==> src/rtl/tile_fade_shrink_transform_top_defines.svh <==
// Assertion macros shared by the tile fade/shrink RTL.
// Uses the clk and rst names of the module that includes it.
`ifndef TILE_FADE_SHRINK_TRANSFORM_TOP_DEFINES_SVH
`define TILE_FADE_SHRINK_TRANSFORM_TOP_DEFINES_SVH

// checked outside reset
`define TFS_ASSERT(lbl, prop, msg) \
  lbl: assert property (@(posedge clk) disable iff (rst) prop) else $error(msg);

// checked on every edge, reset included
`define TFS_ASSERT_ALWAYS(lbl, prop, msg) \
  lbl: assert property (@(posedge clk) prop) else $error(msg);

`endif

==> src/rtl/tfs_pkg.sv <==
// Shared types and constants for the tile fade/shrink transform.
// No dependencies.
`default_nettype none
package tfs_pkg;
  localparam int COORD_W = 24;
  localparam int NUM_W = 27;
  localparam int REM_W = 28;
  localparam int Q_W = 16;
  localparam int IN_W = 208;
  localparam int OUT_W = 192;
  localparam int CFG_IDX_W = 3;
  localparam int CFG_DATA_W = 24;
  localparam int QUEUE_DEPTH = 4;

  localparam logic [16:0] ONE_Q16 = 17'h10000;
  localparam logic [8:0] MAX_DIM = 9'd256;

  localparam logic [1:0] CLS_OFF = 2'd0;
  localparam logic [1:0] CLS_SHRINK = 2'd1;
  localparam logic [1:0] CLS_ORIG = 2'd2;

  localparam logic [CFG_IDX_W-1:0] REG_MODE = 3'd0;
  localparam logic [CFG_IDX_W-1:0] REG_COLS = 3'd1;
  localparam logic [CFG_IDX_W-1:0] REG_ROWS = 3'd2;
  localparam logic [CFG_IDX_W-1:0] REG_PROGRESS = 3'd3;
  localparam logic [CFG_IDX_W-1:0] REG_STEP_W = 3'd4;
  localparam logic [CFG_IDX_W-1:0] REG_STEP_H = 3'd5;

  typedef logic [7:0][COORD_W-1:0] corners_t;

  typedef struct packed {
    logic [1:0] mode;
    logic [8:0] cols;
    logic [8:0] rows;
    logic [16:0] progress;
    logic [23:0] step_w;
    logic [23:0] step_h;
  } cfg_t;

  typedef struct packed {
    logic [1:0] cls;
    logic [NUM_W-1:0] num;
    logic [NUM_W-1:0] den;
    corners_t crd;
  } item_t;
endpackage
`default_nettype wire

==> src/rtl/tfs_front.sv <==
// Front end: configuration registers and tile classification.
// Forms the fade ratio numerator/denominator; depends on tfs_pkg.
`default_nettype none
module tfs_front (
  input  wire logic clk,
  input  wire logic rst,
  input  wire logic s_tvalid,
  output logic s_tready,
  // tile_col, tile_row, bl_x, bl_y, br_x, br_y, tl_x, tl_y, tr_x, tr_y
  input  wire logic [tfs_pkg::IN_W-1:0] s_tdata,
  input  wire logic cfg_valid,
  output logic cfg_ready,
  input  wire logic [tfs_pkg::CFG_IDX_W-1:0] cfg_index,
  input  wire logic [tfs_pkg::CFG_DATA_W-1:0] cfg_data,
  output tfs_pkg::cfg_t cfg,
  output logic q_valid,
  input  wire logic q_ready,
  output tfs_pkg::item_t q_item
);
  import tfs_pkg::*;

  logic [7:0] col, row;
  logic [8:0] cols_c, rows_c, sum_t;
  logic [9:0] sum_cr, mul_a;
  logic [16:0] p_c, q_c, mul_b;
  logic [NUM_W-1:0] prod, shifted, num, den;

  assign cfg_ready = 1'b1;

  always_ff @(posedge clk) begin
    if (rst) begin
      cfg <= '{mode: 2'd0, cols: 9'd1, rows: 9'd1, progress: 17'd0,
               step_w: 24'd0, step_h: 24'd0};
    end else if (cfg_valid) begin
      case (cfg_index)
        REG_MODE:     cfg.mode <= cfg_data[1:0];
        REG_COLS:     cfg.cols <= cfg_data[8:0];
        REG_ROWS:     cfg.rows <= cfg_data[8:0];
        REG_PROGRESS: cfg.progress <= cfg_data[16:0];
        REG_STEP_W:   cfg.step_w <= cfg_data;
        REG_STEP_H:   cfg.step_h <= cfg_data;
        default: ;
      endcase
    end
  end

  always_comb begin
    col = s_tdata[7:0];
    row = s_tdata[15:8];
    cols_c = (cfg.cols > MAX_DIM) ? MAX_DIM : cfg.cols;
    rows_c = (cfg.rows > MAX_DIM) ? MAX_DIM : cfg.rows;
    p_c = (cfg.progress > ONE_Q16) ? ONE_Q16 : cfg.progress;
    q_c = ONE_Q16 - p_c;
    sum_cr = {1'b0, cols_c} + {1'b0, rows_c};
    sum_t = {1'b0, col} + {1'b0, row};
    // mode bit 1: rows only; mode bit 0: remaining progress, roles swapped
    mul_a = cfg.mode[1] ? {1'b0, rows_c} : sum_cr;
    mul_b = cfg.mode[0] ? q_c : p_c;
    prod = NUM_W'(mul_a) * NUM_W'(mul_b);
    shifted = cfg.mode[1] ? {3'b0, row, 16'b0} : {2'b0, sum_t, 16'b0};
    num = cfg.mode[0] ? prod : shifted;
    den = cfg.mode[0] ? shifted : prod;
    q_item.num = num;
    q_item.den = den;
    q_item.crd = corners_t'(s_tdata[IN_W-1:16]);
    if (den == '0) q_item.cls = CLS_ORIG;
    else if (num == '0) q_item.cls = CLS_OFF;
    else if (num >= den) q_item.cls = CLS_ORIG;
    else q_item.cls = CLS_SHRINK;
  end

  assign q_valid = s_tvalid;
  assign s_tready = q_ready;
endmodule
`default_nettype wire

==> config.mk <==
export PLATFORM = sky130hd
export DESIGN_NAME = tfs_front
export DESIGN_NICKNAME = d
export VERILOG_FILES = /design/src/rtl/tile_fade_shrink_transform_top_defines.svh /design/src/rtl/tfs_pkg.sv /design/src/rtl/tfs_front.sv
export SDC_FILE = /design/constraint.sdc
export NUM_CORES = 1
export LEC_CHECK = 0
export BUFFER_PORTS_ARGS = -buffer_cell sky130_fd_sc_hd__buf_2
export CAP_MARGIN = 20
export CORE_AREA = 2 2 225 227
export DETAILED_ROUTE_END_ITERATION = 8
export DIE_AREA = 0 0 227 229
export PLACE_DENSITY_LB_ADDON = 0.12
export SLEW_MARGIN = 20
export SYNTH_ARGS = -nofsm -noshare
export SYNTH_HDL_FRONTEND = slang
export SYNTH_SLANG_ARGS = --single-unit
==> constraint.sdc <==
create_clock -name clk -period 12.6 [get_ports clk]
set_input_delay 3.78 -clock clk [delete_from_list [all_inputs] [get_ports clk]]
set_output_delay 3.78 -clock clk [all_outputs]
set_load 0.1 [all_outputs]
# After elaboration in Yosys (flattened, before gate mapping)
# Cells that the tools add are included.
# word_totals
inputBits	240
regBits	85
word_cells	39
out_inout_bits	336
# classes
multipliers	1
n_lt_le_gt_ge	4
n_reduce_logical	9
addsub	3
eq_ne	5
muxes	11
# ops
op	n
logical NOT 27 bit	2
2-to-1 mux 27 bit	2
2-to-1 mux 17 bit	2
greater-or-equal comparator 27 bit	1
multiplier 10 x 17 -> 27 bit	1
2-to-1 mux 25 bit	1
> comparator 9 bit, second input constant	2
2-to-1 mux 9 bit	2
> comparator 17 bit, second input constant	1
subtractor 17 bit, first input constant	1
AND reduction 2 bit	6
adder 9 x 9 -> 10 bit	1
2-to-1 mux 10 bit	1
adder 8 x 8 -> 9 bit	1
== test 3 x 2 -> 1 bit, second input constant	2
== test 3 bit, second input constant	2
2-to-1 mux 2 bit	3
== test 3 x 1 -> 1 bit, second input constant	1
logical NOT 3 bit	1

# Logic depth before layout (Yosys ltp)
# depth
word_depth	10
ltp_mapped	42
depth_no_buf	41

# Worst setup path before layout
# No wires, ideal clock.
# synth_path
kind	flip-flop to output port
from	register cfg[73] (netlist bit)
to	output port q_item[246] (netlist bit)
stages_incl_launch_ff	36
t_required_ps	8820
t_arrival_ps	13175
setup_slack_ps	-4355
n_path_buf	1
cell_sequence	dfxtp_1 -> nor2b_1 -> ha_1 -> inv_1 -> fa_1 -> nor2b_1 -> o21ai_0 -> a21boi_1 -> o21ai_0 -> a21boi_1 -> o21a_1 -> o21a_1 -> o31a_1 -> or2_2 -> fa_1 -> fa_1 -> inv_1 -> fa_1 -> fa_1 -> inv_1 -> fa_1 -> inv_1 -> ha_1 -> buf_2 -> nand2_1 -> a21oi_1 -> and3_1 -> nor3_1 -> o31ai_1 -> ha_1 -> a21oi_1 -> nor2_1 -> a2111oi_0 -> o41ai_1 -> mux2i_1 -> nor3b_1
# synth_lines
item	line	source
start, declared	tfs_front.sv:15	output tfs_pkg::cfg_t cfg,
start signal, assigned	tfs_front.sv:32	cfg <= '{mode: 2'd0, cols: 9'd1, rows: 9'd1, progress: 17'd0,
end, declared	tfs_front.sv:18	output tfs_pkg::item_t q_item

==> metrics.cfg <==
[cts]
cts_tree=done
root_buffer=clkbuf_16
insertion_delay_ps=350
htreeDepth=3
clockBufferDepth=2
clk_pin_slew_ps=70
numCtsBuffers=9
clkSinkCount=85

[cells_and_area]
top_regs=cfg: 85 flops
regMostFlops=cfg
layout_common_cells=305 x nand2_1, 184 x buf_2, 168 x inv_1, 132 x nor2_1, 126 x buf_4
syn2layout_area_growth_pct=17.7
final_core_util_pct=30.4
drive_above_1_share_pct=29.5
largest_register_ffs=85
nNetsFinal=2216
nFillCells=5467
antenna_cells_inserted=0
layout_commonest_cell=nand2_1

[critical_path]
crit_fanout=6
rrSetupSlack_ps=11170
worstPathArrival_ps=8810
start_kind=register
crit_path_end_kind=primary output
crit_path_frequent_cell=fa_1
required_ps=8820
critical-path-max-stage-delay_ps=570
critical_path_class=register to primary output
crit_slowest_cell=fa_1

[global_route]
overflow=0
first_global_vias=11800
grt_pass1_wl_microns=69800
grt_max_degree=86
grt_usage_pct=17.2
antenna_found_initial=0

[route]
drt_wl_total_microns=45000
drt_pass1_iterations=5
routed_via_density=4.61
wl_per_cell_microns=18.4
drc_errors=0
detail-route-antenna-nets=0
drt-initial-drc-count=508
vias=11300

[power_and_ir_drop]
p_per_area_nw_per_um2=64.3
p_int_w=0.000570
p_sw_share_pct=41.3
p_switching_w=0.000402
p_clk_share_pct=30.2
ir_worst_vdd_v=0.0000666
power_w=0.000971
p_seq_share_pct=28.7
power_frac_comb_pct=41.1
power.leakage_nw=6.99

[floorplan]
core_area_sq_um=49700
die_w_microns=227
die_area_sq_um=52000
rows=82
start_util_pct=25.8
ios=576
die_h_microns=229

[synth]
ys_ff_latch=85
synth_top_area_share_pct=18.7
yosysWarnings=0
avgSynthCellArea_sq_um=7.59
ys.flop_type=dfxtp_1
synth_cell_types=91
ys_seq_area_share_pct=13.3
syn_nets=2141
synth_cells=1692
synth_edf_count=0
async_reset_ff_share_pct=0
yosysTopAreaCell=fa_1
synth_area_sq_um=12800
synthTopCellsByArea=fa_1 19%, dfxtp_1 13%, buf_4 11%

[sta]
setup_viol_count_final=0
relSlewSlack_pct=37.5
whs_ps=455
skew_ps=0
slew_violations=0
hold_violations=0
rsz0062_at_grt=true
period_needed_ps=12590
max_freq_mhz=79.5
worst_slew_pin_slew_ps=937
fin_crit_sh_pct=99.9

[placed_design]
io_buffers=186
gp_congestion=0.808
dp_hpwl_microns=36900

[outcome]
status=finished, final reports clean

[min_path]
hold_class=register to register

[run]
maxCapViolations=0

==> path summary, 6_finish.rpt <==
| path | start | to | depth (start not counted) |
|---|---|---|---|
| setup / recovery | cfg[65]$_SDFFE_PP1P_ | q_item[246] | 39 |
| hold / removal | cfg[41]$_SDFFE_PP0P_ | cfg[41]$_SDFFE_PP0P_ | 2 |
| setup reg to reg | cfg[84]$_SDFFE_PP0P_ | cfg[84]$_SDFFE_PP0P_ | 3 |
| hold reg to reg | cfg[41]$_SDFFE_PP0P_ | cfg[41]$_SDFFE_PP0P_ | 2 |
==> cell usage after synthesis, types with 3 or more instances <==
cell       instances
a211o_1            3
a211oi_1          12
a21boi_1           5
a21o_1            14
a21oi_1          128
a21oi_2            4
and2_1            28
and3_1             7
buf_1              5
buf_2             11
buf_4            196
clkbuf_1          41
dfxtp_1           85
fa_1             120
ha_1              89
inv_1            171
mux2_2             7
mux2i_1           12
nand2_1          314
nand2b_1          14
nand3_1           19
nand4_1            7
nor2_1           139
nor2b_1           31
nor3_1            24
nor3b_1            6
nor4_1             5
nor4b_1            3
o2111ai_1          3
o211ai_1           7
o211ai_2           4
o21a_1            15
o21ai_0           23
o21ai_1           13
o21ai_2            5
o31ai_1           10
or2_2              9
or3_1              5
or4_1              3
xnor2_1           16
xor2_1            18
==> logic make-up (layout without fill, tap and decap cells) <==
kind of cell               Yosys count  in the layout  share of synthesized area (%)
adders and majority gates          209            209                           27.4
xor gates and xnor gates            34             34                           2.32
other                                1              1                         0.0292
DFF                                 85             85                           13.3
AOI/OAI and AO/OA                  286            287                           14.9
muxes                               20             20                           1.66
buffers and inverters              427            506                           18.4
and+or+nand+nor                    630            630                           22.1
==> cell type report <==
cell class	count	area, sq um	share of cell area, %
Clock buffer	10	229	1.52
Clock inverter	6	96.3	0.638
Timing Repair Buffer	317	1980	13.1
Tap cell	672	841	5.57
Sequential cell	85	1760	11.6
Inverter	173	653	4.32
Multi-Input combinational cell	1181	9550	63.3
==> worst max-delay path: cells and delay by family (launching register included) <==
family	cells	cell delay (ps)
multiplexers	1	210
flip-flops	1	350
adder cells (fa/ha/maj)	9	3280
AND/OR/NAND/NOR	8	1070
AO/OA/AOI/OAI	16	3060
buffers and inverters	5	470
==> power by group through the flow <==
stage	registers, W	logic (W)	clock network [W]
2_1_floorplan	0.000325	0.000521	0
3_3_place_gp	0.000284	0.000383	0
5_1_grt	0.000279	0.000428	0.000313
3_5_place_dp	0.000285	0.000381	0
6_report	0.000279	0.000399	0.000294
4_1_cts	0.000279	0.000392	0.000302
==> metrics by stage <==
stage / cells / setup WS, ps / cell area (sq um) / TNS [ps]
after detailed placement: 2411 / -15.3 / 14200 / -15.3
after CTS: 2437 / -13.0 / 14800 / -13.0
after global routing: 2444 / -444 / 15100 / -862
after floorplan: 1692 / -396 / 13300 / -685
final: 2444 / 14.3 / 15100 / 0
after global placement: 2411 / 67.7 / 14200 / 0
==> layer usage <==
layer | vias to the layer above | global-route usage [%] | routed length [microns]
met4 | 0 | 1.80 | 244
li1 | 5444 | - | -
met5 | - | 0.190 | 0
met3 | 30 | 4.41 | 2880
met2 | 316 | 28.9 | 21300
met1 | 5474 | 23.0 | 20500
==> repair_timing <==
action	CTS	global route
hold buffers	0	0
resized for setup	50	42
cloned	1	0
endpoints found under the setup margin	2	2
buffers inserted	9	7
pin swaps	31	16
(Power assumes the default switching activity.)
