### config.mk
export PLATFORM = sky130hd
export DESIGN_NAME = tfs_queue
export DESIGN_NICKNAME = d
export VERILOG_FILES = /design/src/rtl/tfs_pkg.sv /design/src/rtl/tfs_queue.sv
export VERILOG_INCLUDE_DIRS = /design/src /design/src/rtl
export SDC_FILE = /design/constraint.sdc
export NUM_CORES = 1
export LEC_CHECK = 0
export BUFFER_PORTS_ARGS = -buffer_cell sky130_fd_sc_hd__buf_2
export CORE_MARGIN = 8
export CORE_UTILIZATION = 35
export DETAILED_ROUTE_END_ITERATION = 10
export GPL_ROUTABILITY_DRIVEN = 1
export HOLD_SLACK_MARGIN = 0.06
export PLACE_DENSITY_LB_ADDON = 0.05
export SYNTH_ARGS = -nofsm -noshare
export SYNTH_HDL_FRONTEND = slang
export SYNTH_SLANG_ARGS = --single-unit
### constraint.sdc
create_clock -name clk -period 9.05 [get_ports clk]
set_input_delay 1.3575 -clock clk [delete_from_list [all_inputs] [get_ports clk]]
set_output_delay 1.3575 -clock clk [all_outputs]
set_load 0.01 [all_outputs]
### src/rtl/tile_fade_shrink_transform_top_defines.svh
// Assertion macros shared by the tile fade/shrink RTL.
// Uses the clk and rst names of the module that includes it.
`ifndef TILE_FADE_SHRINK_TRANSFORM_TOP_DEFINES_SVH
`define TILE_FADE_SHRINK_TRANSFORM_TOP_DEFINES_SVH

// checked outside reset
`define TFS_ASSERT(lbl, prop, msg) \
  lbl: assert property (@(posedge clk) disable iff (rst) prop) else $error(msg);

// checked on every edge, reset included
`define TFS_ASSERT_ALWAYS(lbl, prop, msg) \
  lbl: assert property (@(posedge clk) prop) else $error(msg);

`endif

### src/rtl/tfs_pkg.sv
// Shared types and constants for the tile fade/shrink transform.
// No dependencies.
`default_nettype none
package tfs_pkg;
  localparam int COORD_W = 24;
  localparam int NUM_W = 27;
  localparam int REM_W = 28;
  localparam int Q_W = 16;
  localparam int IN_W = 208;
  localparam int OUT_W = 192;
  localparam int CFG_IDX_W = 3;
  localparam int CFG_DATA_W = 24;
  localparam int QUEUE_DEPTH = 4;

  localparam logic [16:0] ONE_Q16 = 17'h10000;
  localparam logic [8:0] MAX_DIM = 9'd256;

  localparam logic [1:0] CLS_OFF = 2'd0;
  localparam logic [1:0] CLS_SHRINK = 2'd1;
  localparam logic [1:0] CLS_ORIG = 2'd2;

  localparam logic [CFG_IDX_W-1:0] REG_MODE = 3'd0;
  localparam logic [CFG_IDX_W-1:0] REG_COLS = 3'd1;
  localparam logic [CFG_IDX_W-1:0] REG_ROWS = 3'd2;
  localparam logic [CFG_IDX_W-1:0] REG_PROGRESS = 3'd3;
  localparam logic [CFG_IDX_W-1:0] REG_STEP_W = 3'd4;
  localparam logic [CFG_IDX_W-1:0] REG_STEP_H = 3'd5;

  typedef logic [7:0][COORD_W-1:0] corners_t;

  typedef struct packed {
    logic [1:0] mode;
    logic [8:0] cols;
    logic [8:0] rows;
    logic [16:0] progress;
    logic [23:0] step_w;
    logic [23:0] step_h;
  } cfg_t;

  typedef struct packed {
    logic [1:0] cls;
    logic [NUM_W-1:0] num;
    logic [NUM_W-1:0] den;
    corners_t crd;
  } item_t;
endpackage
`default_nettype wire

### src/rtl/tfs_queue.sv
// Short FIFO between the classifier and the arithmetic pipeline.
// Depends on tfs_pkg and the assertion macro header.
`default_nettype none
`include "tile_fade_shrink_transform_top_defines.svh"
module tfs_queue (
  input  wire logic clk,
  input  wire logic rst,
  input  wire logic in_valid,
  output logic in_ready,
  input  wire tfs_pkg::item_t in_item,
  output logic out_valid,
  input  wire logic out_ready,
  output tfs_pkg::item_t out_item
);
  import tfs_pkg::*;

  localparam int PTR_W = $clog2(QUEUE_DEPTH);

  item_t mem [QUEUE_DEPTH];
  logic [PTR_W-1:0] wr_ptr, rd_ptr;
  logic [PTR_W:0] count;
  logic push, pop;

  assign in_ready = (count != (PTR_W+1)'(QUEUE_DEPTH));
  assign out_valid = (count != '0);
  assign push = in_valid && in_ready;
  assign pop = out_valid && out_ready;
  assign out_item = mem[rd_ptr];

  always_ff @(posedge clk) begin
    if (push) mem[wr_ptr] <= in_item;
  end

  always_ff @(posedge clk) begin
    if (rst) begin
      wr_ptr <= '0;
      rd_ptr <= '0;
      count <= '0;
    end else begin
      if (push) wr_ptr <= wr_ptr + 1'b1;
      if (pop) rd_ptr <= rd_ptr + 1'b1;
      count <= count + (PTR_W+1)'(push) - (PTR_W+1)'(pop);
    end
  end

  `TFS_ASSERT(a_count_bound, (count <= (PTR_W+1)'(QUEUE_DEPTH)), "queue count overflow")
  `TFS_ASSERT(a_count_track, (push && !pop |=> count == $past(count) + 1'b1), "count missed push")
  `TFS_ASSERT(a_ptr_gap, (count == '0 || count == (PTR_W+1)'(QUEUE_DEPTH) || wr_ptr != rd_ptr), "pointers disagree with count")
endmodule
`default_nettype wire

# --- Word-level counts from Yosys, hierarchy flattened ---
# Memories as Yosys holds them, arrays and structs flattened. A register that Yosys moved wholly into a read port is not among the register bits.
# Index checks and enable logic that the tools add are counted.
# W data, S select, Z words.
op_classes:
  n_reduce_logical: 3
  add_sub_neg: 4
  muxes: 4
  eq_ne: 1
op_table:
  columns: ["op", "n"]
  rows:
  - ["$add A2 B1 Y2 const B", 2]
  - ["$mux W2", 2]
  - ["$add A3 B1 Y3", 1]
  - ["$ne A3 B3 Y1 const B", 1]
  - ["$reduce_bool A3 Y1", 1]
  - ["$sub A3 B1 Y3", 1]
  - ["$logic_and A1 B1 Y1", 2]
  - ["$mux W1", 2]
totals:
  ramBits: 992
  elab_cells: 16
  ff_bits: 7
  n_memories: 1
mem_list:
  columns: ["name", "depth", "word_bits", "read_ports", "rd_clocked_by_memory_dff", "wr", "line_no", "text"]
  rows:
  - ["mem", 4, 248, 1, 1, 1, "tfs_queue.sv:19", "item_t mem [QUEUE_DEPTH];"]

# --- Longest topological paths before layout ---
logic_depth:
  ltp_word: 4
  mapped_depth: 11
  depth_no_buf: 11

# --- Worst setup path before layout ---
# Ideal clock, no wire load.
synth_path:
  kind: "input to register"
  startpoint: "input in_valid"
  endpoint: "memory mem[0][0] (netlist bit), enable pin"
  setup_ns: 0.640
  stages: 2
  path_buffers: 0
  path_slack_ns: 1.017
  arrival_ns: 7.393
  path_cell_list: "a21boi_1 and2_1"
synth_via:
  elab_chain_cells: 3
synth_lines:
  columns: ["item", "line_no", "text"]
  rows:
  - ["from (decl)", "tfs_queue.sv:8", "input wire logic in_valid,"]
  - ["$logic_and A1 B1 Y1", "tfs_queue.sv:26", "assign push = in_valid && in_ready;"]
  - ["$mux W1", "tfs_queue.sv:31", "if (push) mem[wr_ptr] <= in_item;"]
  - ["$mux W1 (implied by the code)", "tfs_queue.sv:31", null]
  - ["to (decl)", "tfs_queue.sv:19", null]
# No other way between the ends.

==> impl_summary.log <==
INFO  metric outcome = completed
INFO  metric internal_power_summed_over_all_cells = 9.38 mW
INFO  metric final.period_utilization = ~50%
INFO  metric post_cts.resized_instances = 0
INFO  metric ff_latch_area = 30000 um2
INFO  metric htreeDepth = 3
INFO  metric num_cts_buffers = between 100 and 150
INFO  metric achievable-frequency = 222 MHz
INFO  metric postRouteWirelength = 84.4 mm
INFO  metric power.static_leakage = around 14 nW
INFO  metric p_total = about 13 mW
INFO  metric hold_class = reg2reg
INFO  metric grt-ovfl-total = 0
INFO  metric areaGrowthSynthToFinish = 19.9%
INFO  metric crit_path_max_fanout = 38
INFO  metric maximum_clock_path_buffer_count = 3
INFO  metric synthesis.area = approximately 36000 um2
INFO  metric timing.reg2reg.setup_slack = just under 6 ns
INFO  metric postSynthRegisterBits = roughly 1000
INFO  metric clk_transition_reported_paths = around 0.060 ns
INFO  metric tritoncts_clock_tree = done
INFO  metric via_count = 16200
INFO  metric crit_path_max_incr_delay = about 0.81 ns
INFO  metric multi_input_area = 5860 um2
INFO  metric max_slew.worst_pin.slew = 1.08 ns
INFO  metric route.detailed.vias_per_inst = approximately 4.7
INFO  metric floorplan.initialDensity = a little over a third
INFO  metric detailed_place.area = approximately 40000 um2
INFO  metric clock_sink_count = between 1000 and 1500
INFO  metric power_frac_comb = between 20 and 25%
INFO  metric critPathKind = reg2out
INFO  metric drtAntennaViolNets = 0
INFO  metric synth_fp_nets = 1604
INFO  metric final_number_of_hold_violating_endpoints = 0
INFO  metric power_frac_seq = a little under half
INFO  metric post_drt_wl_per_cell = 24.8 um
INFO  metric rsz0062_at_grt = false
INFO  metric fill_cells = slightly above 9000
INFO  metric root_buffer = sky130_fd_sc_hd__clkbuf_16
INFO  metric design.portCount = 502
INFO  metric crit_path_start_kind = flip-flop
INFO  metric die_w = 339 um
INFO  metric remaining_drc_errors = 0
INFO  metric grt_antenna_before_repair = 54
INFO  metric max-slew-margin-rel = ~28%
INFO  metric holdBufCountCts = 0
INFO  metric final_util = between 40% and 50%
INFO  metric core_region_area = 103000 um2
INFO  metric synth-warning-count = 0
INFO  metric grt_pass1_wl = around 120 mm
INFO  metric sw_frac_of_total = between 20% and 30%
INFO  metric data_required_time_at_the_worst_endpoint = around 7.7 ns
INFO  metric crit_path_end_kind = output pin
INFO  metric place_hpwl = just over 50 mm
INFO  metric post_cts_setup_buffer_count = 0
INFO  metric drive_above_1_share = approximately 46%
INFO  metric p_clk_share = between 30% and 40%
INFO  metric routabilityCongestion = about 0.68
INFO  metric fin_skew = 0.00644 ns
INFO  metric setup_viol = 0
INFO  metric finish.net_count = ~2200
INFO  metric seq_area_frac_synth = between 80 and 90%
INFO  metric synthesis.area_per_instance = 27.1 um2
INFO  metric vias_in_the_first_global_route = between 15000 and 20000
INFO  metric maximum_number_of_pins_on_one_net_before_global_route_repair = 138
INFO  metric crit-reg2reg-launch = count[1]$_SDFF_PP0_
INFO  metric synth.distinct_cells = 25
INFO  metric worst-endpoint-arrival = 3.14 ns
INFO  metric finalMaxSlewViolations = 0
INFO  metric cpMaxStageDelayCell = sky130_fd_sc_hd__dfxtp_4
INFO  metric die_y = 339 um
INFO  metric design.die.area = 115000 um2
INFO  metric grt_usage = ~14%
INFO  metric cap_viol_max_count = 0
INFO  metric crit_path_cell_trace = buf_4, mux4_2, buf_2
INFO  metric clk-insertion-delay-late = 0.66 ns
INFO  metric timing.setup.tns = 0 ns
INFO  metric final_design_area_no_fill = 43700 um2
INFO  metric post_synthesis_instance_total = approximately 1300
INFO  metric hold_path.startpoint = wr_ptr[1]$_SDFFE_PP0P_
INFO  metric port-buffer-count = ~500
INFO  metric detailedRoute.firstPassIterationCount = 4
INFO  metric peakVddDrop = 0.000170 V
INFO  metric net-switching-power = roughly 3.5 mW
INFO  metric final_period_minus_worst_setup_slack = about 4.5 ns
INFO  metric placement_rows = between 100 and 150
INFO  metric dr.first_iter.drc_count = about 850
INFO  metric power_density = around 290 nW/um2
-- final cells by class --
type / instances / area share [%]
repair buffers: 519 / 6.27
clock buffers: 134 / 6.64
inverters: 5 / 0.0429
clock inverters: 64 / 1.07
flip-flops and latches: 1001 / 68.5
multi-input cells: 282 / 13.4
well taps: 1380 / 3.95
diodes: 20 / 0.114
-- registers in the layout, indices dropped and copies added, names as in the netlist, named ones only --
name / flops
mem: 992
count: 3
wr_ptr: 2
rd_ptr: 2
-- cells in the mapped netlist --
master                     number  area (um2)
sky130_fd_sc_hd__mux4_2       248        5590
sky130_fd_sc_hd__xor2_1         2        17.5
sky130_fd_sc_hd__buf_4          2        15.0
sky130_fd_sc_hd__nand2b_1       2        12.5
sky130_fd_sc_hd__nor2b_1        1        6.26
sky130_fd_sc_hd__inv_1          5        18.8
sky130_fd_sc_hd__xnor2_1        1        8.76
sky130_fd_sc_hd__and2_1         5        31.3
sky130_fd_sc_hd__edfxtp_1     992       29800
sky130_fd_sc_hd__or3_1          1        6.26
sky130_fd_sc_hd__buf_6          4        45.0
sky130_fd_sc_hd__o31a_1         1        8.76
sky130_fd_sc_hd__dfxtp_1        9         180
sky130_fd_sc_hd__nor2_1         8        30.0
sky130_fd_sc_hd__nor3_1         1        5.00
sky130_fd_sc_hd__ha_1           6        75.1
sky130_fd_sc_hd__clkbuf_1       5        18.8
sky130_fd_sc_hd__buf_2         24         120
sky130_fd_sc_hd__nand2_1        1        3.75
sky130_fd_sc_hd__fa_1           1        20.0
sky130_fd_sc_hd__a21boi_1       1        7.51
sky130_fd_sc_hd__mux2i_1        1        10.0
sky130_fd_sc_hd__mux2_2         1        11.3
sky130_fd_sc_hd__o311ai_0       1        8.76
sky130_fd_sc_hd__buf_12        22         440
-- worst max-delay path, delay by kind of cell (launching register included) --
family	cells	cell delay (ns)
flip-flops	1	0.81
multiplexers	1	0.65
buffers and inverters	2	0.93
-- routing by layer --
layer  track usage, %  share of wire [%]
met3             6.59                8.9
met5                0               0.25
met2             24.2                 49
met1             17.1                 39
met4             3.43                2.2
-- cell usage in the layout (no fill, tap or decap) --
master | netlist | final
sky130_fd_sc_hd__dfxtp_1 | 9 | 7
sky130_fd_sc_hd__clkinv_2 | 0 | 20
sky130_fd_sc_hd__buf_4 | 2 | 10
sky130_fd_sc_hd__bufinv_16 | 0 | 7
sky130_fd_sc_hd__or3_1 | 1 | 1
sky130_fd_sc_hd__o311ai_0 | 1 | 1
sky130_fd_sc_hd__clkbuf_16 | 0 | 113
sky130_fd_sc_hd__clkbuf_1 | 5 | 21
sky130_fd_sc_hd__nand2b_1 | 2 | 2
sky130_fd_sc_hd__and2_4 | 0 | 4
sky130_fd_sc_hd__nor3_1 | 1 | 1
sky130_fd_sc_hd__clkinvlp_4 | 0 | 5
sky130_fd_sc_hd__nor2b_1 | 1 | 1
sky130_fd_sc_hd__mux4_2 | 248 | 248
sky130_fd_sc_hd__nor2_1 | 8 | 8
sky130_fd_sc_hd__nand2_1 | 1 | 1
sky130_fd_sc_hd__xor2_1 | 2 | 2
sky130_fd_sc_hd__xnor2_1 | 1 | 1
sky130_fd_sc_hd__fa_1 | 1 | 1
sky130_fd_sc_hd__edfxtp_1 | 992 | 992
sky130_fd_sc_hd__mux2_2 | 1 | 1
sky130_fd_sc_hd__mux2i_1 | 1 | 1
sky130_fd_sc_hd__buf_12 | 22 | 8
sky130_fd_sc_hd__a21boi_1 | 1 | 1
sky130_fd_sc_hd__and2_1 | 5 | 1
sky130_fd_sc_hd__ha_1 | 6 | 6
sky130_fd_sc_hd__o31a_1 | 1 | 1
sky130_fd_sc_hd__dfxtp_4 | 0 | 2
sky130_fd_sc_hd__inv_1 | 5 | 5
sky130_fd_sc_hd__diode_2 | 0 | 20
sky130_fd_sc_hd__clkinv_1 | 0 | 32
sky130_fd_sc_hd__buf_2 | 24 | 501
-- power groups by stage --
| stage | clock network, mW | registers (mW) | logic, mW |
|---|---|---|---|
| after floorplan | 0 | 5.99 | 1.94 |
| after global placement | 0 | 5.92 | 3.01 |
| after detailed placement | 0 | 5.94 | 3.00 |
| after CTS | 4.33 | 5.85 | 3.01 |
| after global routing | 4.48 | 5.88 | 3.11 |
| final | 4.17 | 5.83 | 2.86 |
-- worst paths after layout --
path / endpoint / depth (start not counted)
worst max register to register: mem[1][207]$_DFFE_PP_ / 6
worst min register to register: wr_ptr[1]$_SDFFE_PP0P_ / 2
worst min-delay path: wr_ptr[1]$_SDFFE_PP0P_ / 2
worst max-delay path: out_item[97] / 3
-- kinds of logic after synthesis --
| logic type | count (synthesis) | synth area share [%] |
|---|---|---|
| DFF | 1001 | 82.2 |
| muxes | 250 | 15.4 |
| buffers and inverters | 62 | 1.80 |
| and+or+nand+nor | 19 | 0.261 |
| adders and majority gates | 7 | 0.261 |
| AOI/OAI and AO/OA | 3 | 0.0686 |
| xor gates and xnor gates | 3 | 0.0720 |
-- metrics by stage --
stage / hold WS (ns) / setup WS (ns) / instances
after CTS: 0.524 / 4.31 / 3385
after global placement: 0.491 / 4.76 / 3187
after global routing: 0.560 / 4.24 / 3389
final: 0.521 / 4.55 / 3405
after detailed placement: 0.510 / 4.78 / 3187
after floorplan: 0.482 / 1.02 / 1345
Power figures use the tool's default switching activity.
